==> config.mk <==
export PLATFORM = sky130hd
export DESIGN_NAME = base64url_stream_encoder
export DESIGN_NICKNAME = d
export VERILOG_FILES = /design/src/rtl/core/b64u_pkg.sv /design/src/rtl/core/b64u_front.sv /design/src/rtl/core/b64u_grp_fifo.sv /design/src/rtl/core/b64u_back.sv /design/src/rtl/core/base64url_stream_encoder.sv
export VERILOG_INCLUDE_DIRS = /design/src /design/src/rtl/core
export SDC_FILE = /design/constraint.sdc
export NUM_CORES = 1
export LEC_CHECK = 0
export BUFFER_PORTS_ARGS = -buffer_cell sky130_fd_sc_hd__buf_2
export CORE_UTILIZATION = 30
export DETAILED_ROUTE_END_ITERATION = 7
export PLACE_DENSITY = 0.52
export SETUP_SLACK_MARGIN = 0.2
export SLEW_MARGIN = 20
export SYNTH_ARGS = -nofsm -noshare
export SYNTH_HDL_FRONTEND = slang
export SYNTH_SLANG_ARGS = --single-unit
export TNS_END_PERCENT = 5
==> constraint.sdc <==
create_clock -name clk -period 3.45 [get_ports clk]
set_clock_uncertainty 0.15 [all_clocks]
set_input_delay 0.8625 -clock clk [delete_from_list [all_inputs] [get_ports clk]]
set_output_delay 0.8625 -clock clk [all_outputs]
set_load 0.03 [all_outputs]
==> src/rtl/core/base64url_stream_encoder_defines.svh <==
// Assertion macros shared by the encoder modules
`ifndef BASE64URL_STREAM_ENCODER_DEFINES_SVH
`define BASE64URL_STREAM_ENCODER_DEFINES_SVH

`ifndef SYNTHESIS

`define B64U_ASSERT(lbl, clk, rst, prop, msg) \
  lbl: assert property (@(posedge clk) disable iff (rst) prop) else $error(msg);

`define B64U_NEVER(lbl, clk, rst, cond, msg) \
  lbl: assert property (@(posedge clk) disable iff (rst) !(cond)) else $error(msg);

`else

`define B64U_ASSERT(lbl, clk, rst, prop, msg)
`define B64U_NEVER(lbl, clk, rst, cond, msg)

`endif

`endif

==> src/rtl/core/b64u_pkg.sv <==
// Types, constants and the character mapping for the base64url encoder
`timescale 1ns / 1ps

package b64u_pkg;

  localparam int GQ_DEPTH = 2;
  localparam int GQ_PTR_W = 1;
  localparam int GQ_CNT_W = 2;

  typedef struct packed {
    logic [7:0] data_byte;
    logic       end_of_message;
  } in_item_t;

  typedef struct packed {
    logic [7:0] out_char;
    logic       final_char;
  } out_item_t;

  // One group ready for output: three bytes, index of the last character, end flag
  typedef struct packed {
    logic [7:0] b0;
    logic [7:0] b1;
    logic [7:0] b2;
    logic [1:0] last_idx;
    logic       last;
  } group_t;

  localparam logic [1:0] POS_EMPTY = 2'd0;
  localparam logic [1:0] POS_ONE   = 2'd1;
  localparam logic [1:0] POS_TWO   = 2'd2;

  localparam logic [1:0] IDX_PARTIAL_ONE = 2'd1;
  localparam logic [1:0] IDX_PARTIAL_TWO = 2'd2;
  localparam logic [1:0] IDX_FULL        = 2'd3;

  function automatic logic [7:0] sextet_char(input logic [5:0] s);
    logic [7:0] w;
    logic [7:0] c;
    begin
      w = {2'b00, s};
      if (w < 8'd26) begin
        c = 8'h41 + w;
      end else if (w < 8'd52) begin
        c = 8'h61 + (w - 8'd26);
      end else if (w < 8'd62) begin
        c = 8'h30 + (w - 8'd52);
      end else if (w == 8'd62) begin
        c = 8'h2d;
      end else begin
        c = 8'h5f;
      end
      return c;
    end
  endfunction

  function automatic logic [5:0] group_sextet(input group_t g, input logic [1:0] k);
    logic [5:0] s;
    begin
      case (k)
        2'd0:    s = g.b0[7:2];
        2'd1:    s = {g.b0[1:0], g.b1[7:4]};
        2'd2:    s = {g.b1[3:0], g.b2[7:6]};
        default: s = g.b2[5:0];
      endcase
      return s;
    end
  endfunction

endpackage

==> src/rtl/core/b64u_front.sv <==
// Intake: collects bytes into groups and hands finished groups to the queue
`timescale 1ns / 1ps
`include "base64url_stream_encoder_defines.svh"

module b64u_front import b64u_pkg::*; (
  input  logic     clk,
  input  logic     rst,
  input  logic     push,
  output logic     full,
  input  in_item_t in_item,
  output logic     grp_valid,
  output group_t   grp,
  input  logic     grp_full
);

  logic [1:0] pos;
  logic [1:0] pos_next;
  logic [1:0] pos_eff;
  logic [7:0] pend0;
  logic [7:0] pend1;
  logic       accept;
  logic       store;

  assign full    = grp_full;
  assign accept  = push && !grp_full;
  assign pos_eff = (pos == POS_EMPTY || pos == POS_ONE) ? pos : POS_TWO;
  assign store   = (pos_eff != POS_TWO) && !in_item.end_of_message;

  assign grp_valid = accept && !store;

  always_comb begin
    grp      = '0;
    grp.last = in_item.end_of_message;
    unique case (pos_eff)
      POS_EMPTY: begin
        grp.b0       = in_item.data_byte;
        grp.last_idx = IDX_PARTIAL_ONE;
      end
      POS_ONE: begin
        grp.b0       = pend0;
        grp.b1       = in_item.data_byte;
        grp.last_idx = IDX_PARTIAL_TWO;
      end
      default: begin
        grp.b0       = pend0;
        grp.b1       = pend1;
        grp.b2       = in_item.data_byte;
        grp.last_idx = IDX_FULL;
      end
    endcase
  end

  always_comb begin
    pos_next = pos;
    if (accept) begin
      pos_next = store ? pos_eff + 2'd1 : POS_EMPTY;
    end
  end

  always_ff @(posedge clk) begin
    if (rst) begin
      pos <= POS_EMPTY;
    end else begin
      pos <= pos_next;
    end
  end

  always_ff @(posedge clk) begin
    if (accept && store) begin
      if (pos_eff == POS_EMPTY) begin
        pend0 <= in_item.data_byte;
      end else begin
        pend1 <= in_item.data_byte;
      end
    end
  end

  `B64U_NEVER(a_pos_range, clk, rst, pos == 2'd3, "group position reached three")
  `B64U_ASSERT(a_full_group_resets, clk, rst, (grp_valid |=> pos == POS_EMPTY), "position not cleared after group")

endmodule

==> src/rtl/core/b64u_grp_fifo.sv <==
// Short queue of finished groups between intake and output
`timescale 1ns / 1ps
`include "base64url_stream_encoder_defines.svh"

module b64u_grp_fifo import b64u_pkg::*; (
  input  logic   clk,
  input  logic   rst,
  input  logic   wr,
  input  group_t wr_data,
  output logic   full,
  output logic   rd_valid,
  output group_t rd_data,
  input  logic   rd
);

  group_t                mem [GQ_DEPTH];
  logic [GQ_PTR_W-1:0]   wptr;
  logic [GQ_PTR_W-1:0]   rptr;
  logic [GQ_CNT_W-1:0]   cnt;
  logic                  do_wr;
  logic                  do_rd;

  assign full     = (cnt == GQ_CNT_W'(GQ_DEPTH));
  assign rd_valid = (cnt != '0);
  assign rd_data  = mem[rptr];
  assign do_wr    = wr && !full;
  assign do_rd    = rd && rd_valid;

  always_ff @(posedge clk) begin
    if (rst) begin
      wptr <= '0;
      rptr <= '0;
      cnt  <= '0;
    end else begin
      if (do_wr) begin
        wptr <= wptr + 1'b1;
      end
      if (do_rd) begin
        rptr <= rptr + 1'b1;
      end
      cnt <= cnt + GQ_CNT_W'(do_wr) - GQ_CNT_W'(do_rd);
    end
  end

  always_ff @(posedge clk) begin
    if (do_wr) begin
      mem[wptr] <= wr_data;
    end
  end

  `B64U_NEVER(a_no_overflow, clk, rst, wr && full, "group written into full queue")

endmodule

==> src/rtl/core/b64u_back.sv <==
// Output: walks each group one character a cycle into the result register while it is free or being popped
`timescale 1ns / 1ps
`include "base64url_stream_encoder_defines.svh"

module b64u_back import b64u_pkg::*; (
  input  logic      clk,
  input  logic      rst,
  input  logic      grp_valid,
  input  group_t    grp,
  output logic      grp_rd,
  output logic      empty,
  input  logic      pop,
  output out_item_t out_item
);

  logic       out_valid;
  out_item_t  out_reg;
  logic [1:0] k;
  logic       load;
  logic       at_end;

  assign load   = grp_valid && (!out_valid || pop);
  assign at_end = (k == grp.last_idx);
  assign grp_rd = load && at_end;

  assign empty    = !out_valid;
  assign out_item = out_reg;

  always_ff @(posedge clk) begin
    if (rst) begin
      out_valid <= 1'b0;
      k         <= '0;
    end else begin
      if (load) begin
        out_valid <= 1'b1;
        k         <= at_end ? 2'd0 : k + 2'd1;
      end else if (pop) begin
        out_valid <= 1'b0;
      end
    end
  end

  always_ff @(posedge clk) begin
    if (load) begin
      out_reg.out_char   <= sextet_char(group_sextet(grp, k));
      out_reg.final_char <= grp.last && at_end;
    end
  end

  `B64U_ASSERT(a_idx_bound, clk, rst, (grp_valid |-> k <= grp.last_idx), "character index past group end")
  `B64U_ASSERT(a_idx_idle, clk, rst, (!grp_valid |-> k == 2'd0), "index left mid-group with queue empty")

endmodule

==> src/rtl/core/base64url_stream_encoder.sv <==
// Top level of the base64url (no padding) stream encoder
`timescale 1ns / 1ps
//
// Channel   Handshake            Payload
// input     push / full          in_item  (data_byte, end_of_message)
// result    empty / pop          out_item (out_char, final_char)
//
// One character leaves per cycle while pop is held high and a group is queued; a full group
// of three bytes yields four characters, so sustained intake is held back by the output side.
// The byte closing a group is written into the group queue, and the first character of
// that group then goes into the result register; a mid-group byte yields none.
// The group queue is two deep; full rises only when it holds two groups.
// Synchronous reset clears the group position, the queue and the result valid flag.

module base64url_stream_encoder import b64u_pkg::*; (
  input  logic      clk,
  input  logic      rst,
  input  logic      push,
  output logic      full,
  input  in_item_t  in_item,
  output logic      empty,
  input  logic      pop,
  output out_item_t out_item
);

  logic   wr_valid;
  group_t wr_grp;
  logic   q_full;
  logic   rd_valid;
  group_t rd_grp;
  logic   rd;

  b64u_front u_front (
    .clk       (clk),
    .rst       (rst),
    .push      (push),
    .full      (full),
    .in_item   (in_item),
    .grp_valid (wr_valid),
    .grp       (wr_grp),
    .grp_full  (q_full)
  );

  b64u_grp_fifo u_fifo (
    .clk      (clk),
    .rst      (rst),
    .wr       (wr_valid),
    .wr_data  (wr_grp),
    .full     (q_full),
    .rd_valid (rd_valid),
    .rd_data  (rd_grp),
    .rd       (rd)
  );

  b64u_back u_back (
    .clk       (clk),
    .rst       (rst),
    .grp_valid (rd_valid),
    .grp       (rd_grp),
    .grp_rd    (rd),
    .empty     (empty),
    .pop       (pop),
    .out_item  (out_item)
  );

endmodule

== Word level (Yosys, flattened, before mapping) ==
Memories as Yosys holds them, arrays and structs flattened. A register that Yosys moved wholly into a read port is not among the register bits.
Cells that the tools add are included.

* Register bits: 34
* Input port bits: 13
* Memories: 1
* Logic and storage cells: 75
* Memory bits (writable): 54

{| class="wikitable"
|+ Memories
! memory !! depth !! bits a word !! read ports !! clocked after memory_dff !! wr ports !! line !! RTL
|-
| u_fifo.mem || 2 || 27 || 1 || 1 || 1 || b64u_grp_fifo.sv:16 || <nowiki>group_t mem [GQ_DEPTH];</nowiki>
|}

* $lt $le $gt $ge: 3
* Mux-type cells: 19
* Add/subtract/negate cells: 11
* Equality and inequality tests: 8
* Bitwise operators: 1
* Reduce and logical (&&, ||, !) cells: 22

{| class="wikitable"
|+ Operator list
! cell !! count
|-
| 2-to-1 mux 8 bit || 5
|-
| one-hot mux 6 bit (3 select lines) || 1
|-
| one-hot mux 8 bit (2 select lines) || 1
|-
| < comparator 6 bit, second input constant || 2
|-
| logical AND 1 bit || 9
|-
| adder 6 x 8 -> 8 bit, first input constant || 1
|-
| adder 7 x 6 -> 8 bit, first input constant || 1
|-
| adder 7 x 8 -> 8 bit, first input constant || 1
|-
| 2-to-1 mux 7 bit || 1
|-
| subtractor 6 x 5 -> 7 bit, second input constant || 1
|-
| subtractor 6 x 6 -> 7 bit, second input constant || 1
|-
| equality test 2 x 1 -> 1 bit, second input constant || 3
|-
| equality test 6 bit, second input constant || 1
|-
| logical NOT 2 bit || 3
|-
| < comparator 6 x 5 -> 1 bit, second input constant || 1
|-
| 2-to-1 mux 1 bit || 6
|-
| 2-to-1 mux 2 bit || 3
|-
| 2-to-1 mux 6 bit || 1
|-
| adder 2 x 1 -> 2 bit, second input constant || 2
|-
| equality test 2 bit, second input constant || 2
|-
| logical NOT 1 bit || 4
|-
| one-hot mux 2 bit (2 select lines) || 1
|-
| nonzero test 2 bit || 2
|-
| adder 1 bit, second input constant || 2
|-
| 8 further kinds || 9
|}

== Logic depth before layout (Yosys ltp) ==
Gate-level depths: netlist (run 1).

* Depth after elaboration: 10
* Mapped depth: 13
* Mapped depth without buffers: 11

== Hierarchy ==
A second synthesis (run 1) with hierarchy kept.

* Cells, all modules: 305
* Area total of the unflattened synthesis: 4,237.8 sq um

{| class="wikitable"
|+ By module, submodules not included
! module !! cells each !! area an instance (sq um) !! seq. area each (sq um) !! instances
|-
| b64u_grp_fifo || 111 || 2,190.9 || 1,721.7 || 1
|-
| b64u_back || 132 || 1,174.9 || 330.3 || 1
|-
| b64u_front || 62 || 872.1 || 520.5 || 1
|}

== Least setup slack after synthesis (run 1) ==
No wires, ideal clock.

* Path kind: input -> register
* From: in push
* To: mem u_fifo.mem[0][0] in the netlist's numbering (enable)
* Arrival time: 2.969 ns
* Slack: -0.114 ns
* Library setup time: 0.445 ns
* Cell stages on the path: 2
* Path buffers: 0
* Cell sequence: o21ai_0 > nor3_1

* Longest elaborated chain between the ends: 5

{| class="wikitable"
|+ RTL lines
! what !! line !! RTL
|-
| start: declaration || base64url_stream_encoder.sv:18 || <nowiki>input logic push,</nowiki>
|-
| logical AND 1 bit || b64u_front.sv:25 || <nowiki>assign accept = push && !grp_full;</nowiki>
|-
| logical AND 1 bit || b64u_front.sv:29 || <nowiki>assign grp_valid = accept && !store;</nowiki>
|-
| logical AND 1 bit || b64u_grp_fifo.sv:26 || <nowiki>assign do_wr = wr && !full;</nowiki>
|-
| 2-to-1 mux 1 bit || b64u_grp_fifo.sv:46 || <nowiki>if (do_wr) begin</nowiki>
|-
| 2-to-1 mux 1 bit (not written as such) || b64u_grp_fifo.sv:47 || <nowiki>mem[wptr] <= wr_data;</nowiki>
|-
| end: declaration || b64u_grp_fifo.sv:16 ||
|}

No other way between the ends.

== Worst setup path after layout (run 1) ==
* From: reg u_back.k[0]
* To: reg u_back.out_reg (netlist bit u_back.out_item[5]) (data pin)

* Longest elaborated chain between the ends: 8
* Elaborated cells between the ends (all ways): 18
* Classes of those cells: 5 x add/sub; 3 x order compare; 3 x eq/ne; 6 x mux; 1 x reduce/logical

{| class="wikitable"
|+ RTL lines
! what !! line !! RTL
|-
| start: declaration || b64u_back.sv:18 || <nowiki>logic [1:0] k;</nowiki>
|-
| start signal: assignment || b64u_back.sv:36 || <nowiki>k <= at_end ? 2'd0 : k + 2'd1;</nowiki>
|-
| equality test 2 bit, or another cell as far along || b64u_pkg.sv:60 || <nowiki>case (k)</nowiki>
|-
| one-hot mux 6 bit (3 select lines) * || b64u_pkg.sv:60 ||
|-
| 2-to-1 mux 6 bit * || b64u_back.sv:44 || <nowiki>if (load) begin</nowiki>
|-
| subtractor 6 x 6 -> 7 bit or equality test 6 bit (tied branches) || b64u_pkg.sv:47, b64u_pkg.sv:48 ||
|-
| adder 6 x 8 -> 8 bit or 2-to-1 mux 7 bit (tied branches) || b64u_pkg.sv:47, b64u_pkg.sv:48 ||
|-
| 2-to-1 mux 8 bit || b64u_pkg.sv:46 || <nowiki>end else if (w < 8'd62) begin</nowiki>
|-
| 2-to-1 mux 8 bit || b64u_pkg.sv:44 || <nowiki>end else if (w < 8'd52) begin</nowiki>
|-
| 2-to-1 mux 8 bit * || b64u_pkg.sv:42 || <nowiki>if (w < 8'd26) begin</nowiki>
|-
| end: declaration || b64u_back.sv:17 || <nowiki>out_item_t out_reg;</nowiki>
|}

Every way passes the cells marked *; elsewhere a longest branch is shown, timed or not. The select of a mux whose other input is x is not followed.
A chain may end at the register's enable or synchronous reset.

==> results of run 1 <==
-- layer usage --
| layer | global-route usage | share of wire | vias to the layer above |
|---|---|---|---|
| li1 | - | - | 1196 |
| met1 | 0.158 | 0.48 | 1173 |
| met2 | 0.179 | 0.46 | 47 |
| met3 | 0.0396 | 0.037 | 13 |
| met4 | 0.0570 | 0.020 | 0 |
| met5 | 0 | 0 | - |
-- flip-flops by register name, summed over array words and instances (netlist names), named ones only --
signal,count
u_fifo.wptr,1
u_fifo.cnt,2
u_front.pend0,8
u_front.pend1,8
u_front.pos,2
u_fifo.mem,54
u_fifo.rptr,1
u_back.out_item,9
u_back.k,2
u_back.out_valid,1
-- cell families after synthesis --
family | Yosys count | synth area share
xor+xnor | 7 | 0.0150
buf+inv | 30 | 0.0343
mux | 23 | 0.0616
compound gates | 63 | 0.119
fa+ha+maj | 13 | 0.0398
simple gates | 80 | 0.101
flops | 89 | 0.630
-- cells in the final DEF, fill, tap and decap left out, types with 4 or more instances in the layout --
cell type / n
edfxtp_1: 79
buf_2: 23
nand2_1: 21
nor2_1: 20
inv_1: 17
and2_1: 12
mux2_2: 11
a21oi_1: 11
dfxtp_1: 10
o21ai_0: 9
mux2i_1: 9
a22oi_1: 9
a22o_1: 9
ha_1: 9
clkbuf_16: 9
xnor2_1: 6
nand3_1: 6
nor2b_1: 4
nor3_1: 4
ha_2: 4
buf_4: 4
-- repair_timing --
| action | CTS | global route |
|---|---|---|
| buffers inserted | 0 | 0 |
| gates resized for setup | 0 | 7 |
| endpoints found under the setup margin | 0 | 3 |
-- worst min path at each step --
| stage | from | end | slack, ns |
|---|---|---|---|
| 3_3_place_gp | u_back.k[0] | u_back.k[0] | 0.33 |
| 6_report | u_back.k[0] | u_back.k[0] | 0.36 |
| 3_5_place_dp | u_back.k[0] | u_back.k[0] | 0.34 |
| 2_1_floorplan | u_back.k[0] | u_back.k[0] | 0.32 |
| 5_1_grt | u_back.k[1] | u_back.k[1] | 0.40 |
| 4_1_cts | u_back.k[0] | u_back.k[0] | 0.35 |
-- synth_stat cells, types with 5 or more instances --
cell type | n | area (um^2)
o21ai_0 | 9 | 45.0
xnor2_1 | 6 | 52.6
nand2_1 | 21 | 78.8
a22o_1 | 9 | 78.8
edfxtp_1 | 79 | 2370
a21oi_1 | 11 | 55.1
and2_1 | 12 | 75.1
mux2_2 | 11 | 124
ha_1 | 13 | 163
dfxtp_1 | 10 | 200
nand3_1 | 6 | 30.0
inv_1 | 17 | 63.8
mux2i_1 | 9 | 90.1
nor3_1 | 5 | 25.0
nor2_1 | 20 | 75.1
nor2b_1 | 5 | 31.3
a22oi_1 | 9 | 67.6
-- report_power, final --
group	internal (mW)	total (mW)	switching (mW)	leakage [nW]
sequential	1.42	1.47	0.0547	0.822
clock	0.610	1.01	0.403	0.155
combinational	0.603	1.65	1.05	0.684
total	2.63	4.13	1.50	1.66
-- worst reg2reg max path: stages, from the launching register on --
cell and delay (ns):
dfxtp_1 0.39, inv_1 0.14, ha_2 0.27, a222oi_1 0.36, nand2_1 0.14, nand3_4 0.15, ha_1 0.30, o31ai_4 0.15
o311ai_0 0.58, nor3b_2 0.09
-- per-stage QoR --
| stage | worst slack [ns] | area [um^2] |
|---|---|---|
| floorplan | 0.616 | 4090 |
| global placement | 0.448 | 4410 |
| detailed placement | 0.329 | 4410 |
| CTS | 0.302 | 4720 |
| global route | 0.163 | 4750 |
| finish | 0.465 | 4750 |
-- area by class of cell --
type / count / area, um^2 / share of cell area
multi-input cells: 186 / 1410 / 0.297
inverters: 18 / 67.6 / 0.0142
clock inverters: 4 / 58.8 / 0.0124
well taps: 176 / 220 / 0.0463
flip-flops and latches: 89 / 2570 / 0.541
clock buffers: 12 / 256 / 0.0540
repair buffers: 28 / 165 / 0.0348
==> flow_summary_export.csv, run 1 <==
group,metric,value,unit
setup_path,cp_top_family,"compound AO/OA/AOI/OAI gates",
setup_path,slowest_stage,"o311ai_0",
synthesis,synth-seq-cells,89,
final_layout,fin_nets,358,
global_route,antenna_found_initial,0,
route,via_count,2429,
global_route,grtUsageTotal,0.121,
route,drtIter0Drc,159,
setup_path,crit_buf_inv,1,
floorplanning,coreArea,13200,um^2
setup_path,rr_worst_depth,9,
sta,fin_hold_ws,0.358,ns
clock_tree,htreeDepth,3,
clock_tree,tritoncts,"built",
synthesis,synthesis.area,4080,um^2
power_and_ir_drop,peakVddDrop,0.398,mV
synthesis,synthCells,305,
setup_path,reg2reg_to,"u_back.out_item[5]",
final_layout,drive_gt1_frac,0.217,
placement,portBuffers,23,
route,drc,0,
sta,slew_violations,0,
floorplanning,die_area,14100,um^2
synthesis,yosysSeqAreaShare,0.630,
setup_path,crit_type,"flop to flop",
synthesis,synthArstFlopShare,0,
setup_path,crit_required,3.37,ns
hold_path,hp-class,"flop to flop",
synthesis,syn_nets,331,
route,routedWlPerCell,15.2,um
floorplanning,die_w,119,um
power_and_ir_drop,leakage,1.66,nW
setup_path,critPathLaunch,"u_back.k[0]",
final_layout,diodes,0,
setup_path,cp-end-kind,"flop",
final_layout,syn_to_final_growth,16.4,%
clock_tree,clk_pin_slew,0.06,ns
placement,dp.cells,497,
sta,slew_headroom,0.405,
clock_tree,clock_path_buffers,2,
power_and_ir_drop,p_total,4.13,mW
placement,gp_congestion,0.860,
final_layout,final_core_util,0.359,
setup_path,worstSetupStartpointType,"flop",
setup_path,cp.arrival,2.90,ns
power_and_ir_drop,p_per_area,870,nW/um^2
floorplanning,die_h,119,um
global_route,overflow,0,
clock_tree,cts_hold_buf,0,
route,routed_via_density,4.73,
floorplanning,ioPinCount,24,
sta,period_share,0.865,
status,status,"completed",
sta,finalHoldViolCount,0,
synthesis,synth-edff-count,79,
sta,rsz0062_at_grt,"yes",
run,maxCapViolations,0,
clock_tree,clock_latency,0.35,ns
sta,setup_violations,0,
synthesis,syn_area_per_cell,13.4,um^2
global_route,grt_start_max_net_pins,28,
setup_path,cp.depth,9,
global_route,grt_pass1_wl,12700,um
setup_path,slowest_delay,0.58,ns
setup_path,path_cells,"inv_1 -> ha_2 -> a222oi_1 -> nand2_1 -> nand3_4 -> ha_1 -> o31ai_4 -> o311ai_0 -> nor3b_2",
sta,post-route-min-period,2.98,ns
sta,fin_tns_setup,0,ns
setup_path,ff2ff_setup_slack,0.47,ns
floorplanning,initial_core_util,0.308,
placement,dp_hpwl,5430,um
route,drt_pre_antenna_iters,4,
setup_path,crit_path_end,"u_back.out_item[5]",
clock_tree,cts-root-buf,"clkbuf_16",
setup_path,reg2reg_from,"u_back.k[0]",
final_layout,fill_cells,1313,
synthesis,synth.distinct_cells,53,
sta,fmaxAchievable,335,MHz
synthesis,yosysWarnings,0,
route,wl,7820,um
hold_path,holdPathStages,2,
setup_path,path_max_fanout,9,
clock_tree,cts.sinks,89,
route,drtAntennaViolNets,0,
synthesis,ys.flop_type,"edfxtp_1",
floorplanning,rows,42,
clock_tree,cts_inserted_buffers,9,
global_route,grt_pass1_vias,2400,
final_layout,instances_no_fill,513,
sta,tightest_slew,0.889,ns
Power figures use the tool's default switching activity.
==> inputs of run 2 (changes only) <==
--- a/config.mk
+++ b/config.mk
@@ -7,9 +7,10 @@
 export NUM_CORES = 1
 export LEC_CHECK = 0
 export BUFFER_PORTS_ARGS = -buffer_cell sky130_fd_sc_hd__buf_2
+export CORE_ASPECT_RATIO = 1.25
 export CORE_UTILIZATION = 30
 export DETAILED_ROUTE_END_ITERATION = 7
-export PLACE_DENSITY = 0.52
+export PLACE_DENSITY = 0.5
 export SETUP_SLACK_MARGIN = 0.2
 export SLEW_MARGIN = 20
 export SYNTH_ARGS = -nofsm -noshare
==> constraint.sdc (replaced) <==
create_clock -name clk -period 3 [get_ports clk]
set_clock_uncertainty 0.15 [all_clocks]
set_input_delay 0.75 -clock clk [delete_from_list [all_inputs] [get_ports clk]]
set_output_delay 0.75 -clock clk [all_outputs]
set_load 0.03 [all_outputs]
==> flow_summary_export.csv, run 2 (same netlist as run 1, synthesis figures left out) <==
group,metric,value,unit
status,status,"completed",
setup_path,slowest_delay,0.38,ns
sta,finalHoldViolCount,0,
floorplanning,ioPinCount,24,
setup_path,cp.depth,11,
global_route,grt_pass1_wl,13400,um
global_route,grt_start_max_net_pins,28,
setup_path,crit_type,"flop to flop",
floorplanning,die_w,106,um
global_route,grt_pass1_vias,2624,
sta,tightest_slew,0.698,ns
clock_tree,tritoncts,"built",
clock_tree,clock_path_buffers,2,
sta,slew_headroom,0.530,
power_and_ir_drop,p_per_area,1000,nW/um^2
sta,rsz0062_at_grt,"yes",
final_layout,fin_nets,381,
final_layout,largest-register,"u_fifo.mem",
sta,post-route-min-period,2.74,ns
final_layout,syn_to_final_growth,21.8,%
setup_path,path_max_fanout,8,
run,maxCapViolations,0,
route,drc,0,
final_layout,layout_common_cells,"edfxtp_1 (79), buf_4 (24), buf_2 (23), nor2_1 (20), nand2_1 (20)",
placement,pre_cts_ws,0.0194,ns
route,routedWlPerCell,15.8,um
sta,fin_tns_setup,0,ns
floorplanning,die_area,14100,um^2
final_layout,drive_gt1_frac,0.297,
clock_tree,cts_inserted_buffers,9,
setup_path,slowest_stage,"dfxtp_4",
global_route,overflow,0,
floorplanning,rows,47,
sta,period_share,0.912,
global_route,antenna_found_initial,0,
placement,portBuffers,23,
hold_path,hp-class,"flop to flop",
final_layout,final_common_cell,"edfxtp_1",
sta,slew_violations,0,
global_route,grtUsageTotal,0.126,
floorplanning,initial_core_util,0.307,
setup_path,cp_top_family,"compound AO/OA/AOI/OAI gates",
setup_path,rr_worst_depth,11,
sta,fmaxAchievable,366,MHz
placement,dp_hpwl,5880,um
sta,worst_slack,0.265,ns
setup_path,cp-end-kind,"flop",
hold_path,holdPathStages,2,
clock_tree,htreeDepth,3,
route,drtAntennaViolNets,0,
clock_tree,cts_hold_buf,0,
floorplanning,die_h,132,um
sta,setup_violations,0,
final_layout,diodes,0,
power_and_ir_drop,leakage,1.78,nW
final_layout,largest_reg_flops,54,
setup_path,cp.arrival,2.67,ns
clock_tree,clock_latency,0.34,ns
route,drtIter0Drc,123,
setup_path,path_cells,"buf_12 -> mux2_2 -> a22oi_1 -> a22o_1 -> ha_2 -> nor2b_4 -> buf_4 -> nand3_1 -> o31ai_4 -> o211ai_2 -> nor3b_2",
setup_path,worstSetupStartpointType,"flop",
power_and_ir_drop,p_total,4.99,mW
clock_tree,clk_pin_slew,0.06,ns
clock_tree,cts-root-buf,"clkbuf_16",
power_and_ir_drop,peakVddDrop,0.471,mV
setup_path,crit_buf_inv,2,
route,wl,8390,um
clock_tree,cts.sinks,89,
route,via_count,2527,
floorplanning,coreArea,13300,um^2
final_layout,final_core_util,0.374,
route,drt_pre_antenna_iters,4,
route,routed_via_density,4.76,
placement,gp_congestion,0.814,
setup_path,crit_required,2.93,ns
-- run 2: worst min-delay path: cells and delay by family (launching register included) --
kind,cells,cell delay (ns)
DFF,1,0.32
xor gates and xnor gates,1,0.08
and+or+nand+nor,1,0.08
-- run 2: metal layers --
metal	GRT usage	wire length [um]
met2	0.221	4280
met1	0.144	3670
met5	0	0
met4	0.0648	231
met3	0.0266	200
-- run 2: where the power goes --
group	leakage [nW]	switching, mW	total, mW	internal [mW]
Sequential	0.824	0.0732	1.71	1.63
Combinational	0.821	1.29	2.22	0.924
Clock	0.139	0.462	1.07	0.607
-- run 2: path summary, 6_finish.rpt --
path,startpoint,to,slack [ns]
setup reg to reg,flop,u_back.out_item[5],0.26
hold / removal,u_fifo.rptr,flop,0.36
setup / recovery,flop,u_back.out_item[5],0.26
hold reg to reg,u_fifo.rptr,flop,0.36
-- run 2: repair_timing --
action,CTS,global route
pin swaps,0,4
cloned,0,1
buffers inserted,0,6
gates resized for setup,8,20
endpoints found under the setup margin,3,7
-- run 2: final cells by class --
type / count / area, um^2
clock buffer: 12 / 256
clock inverter: 4 / 27.5
fill: 1334 / 8320
inverter: 18 / 70.1
multi-input combinational: 186 / 1460
sequential: 89 / 2580
tap: 171 / 214
timing repair buffer: 51 / 363
-- run 2: through the flow --
step / hold WS (ns) / std cells / cell area [um^2]
2_1_floorplan: 0.320 / 305 / 4090
3_3_place_gp: 0.337 / 508 / 4520
3_5_place_dp: 0.346 / 508 / 4520
4_1_cts: 0.359 / 524 / 4820
5_1_grt: 0.384 / 531 / 4970
6_report: 0.362 / 531 / 4970
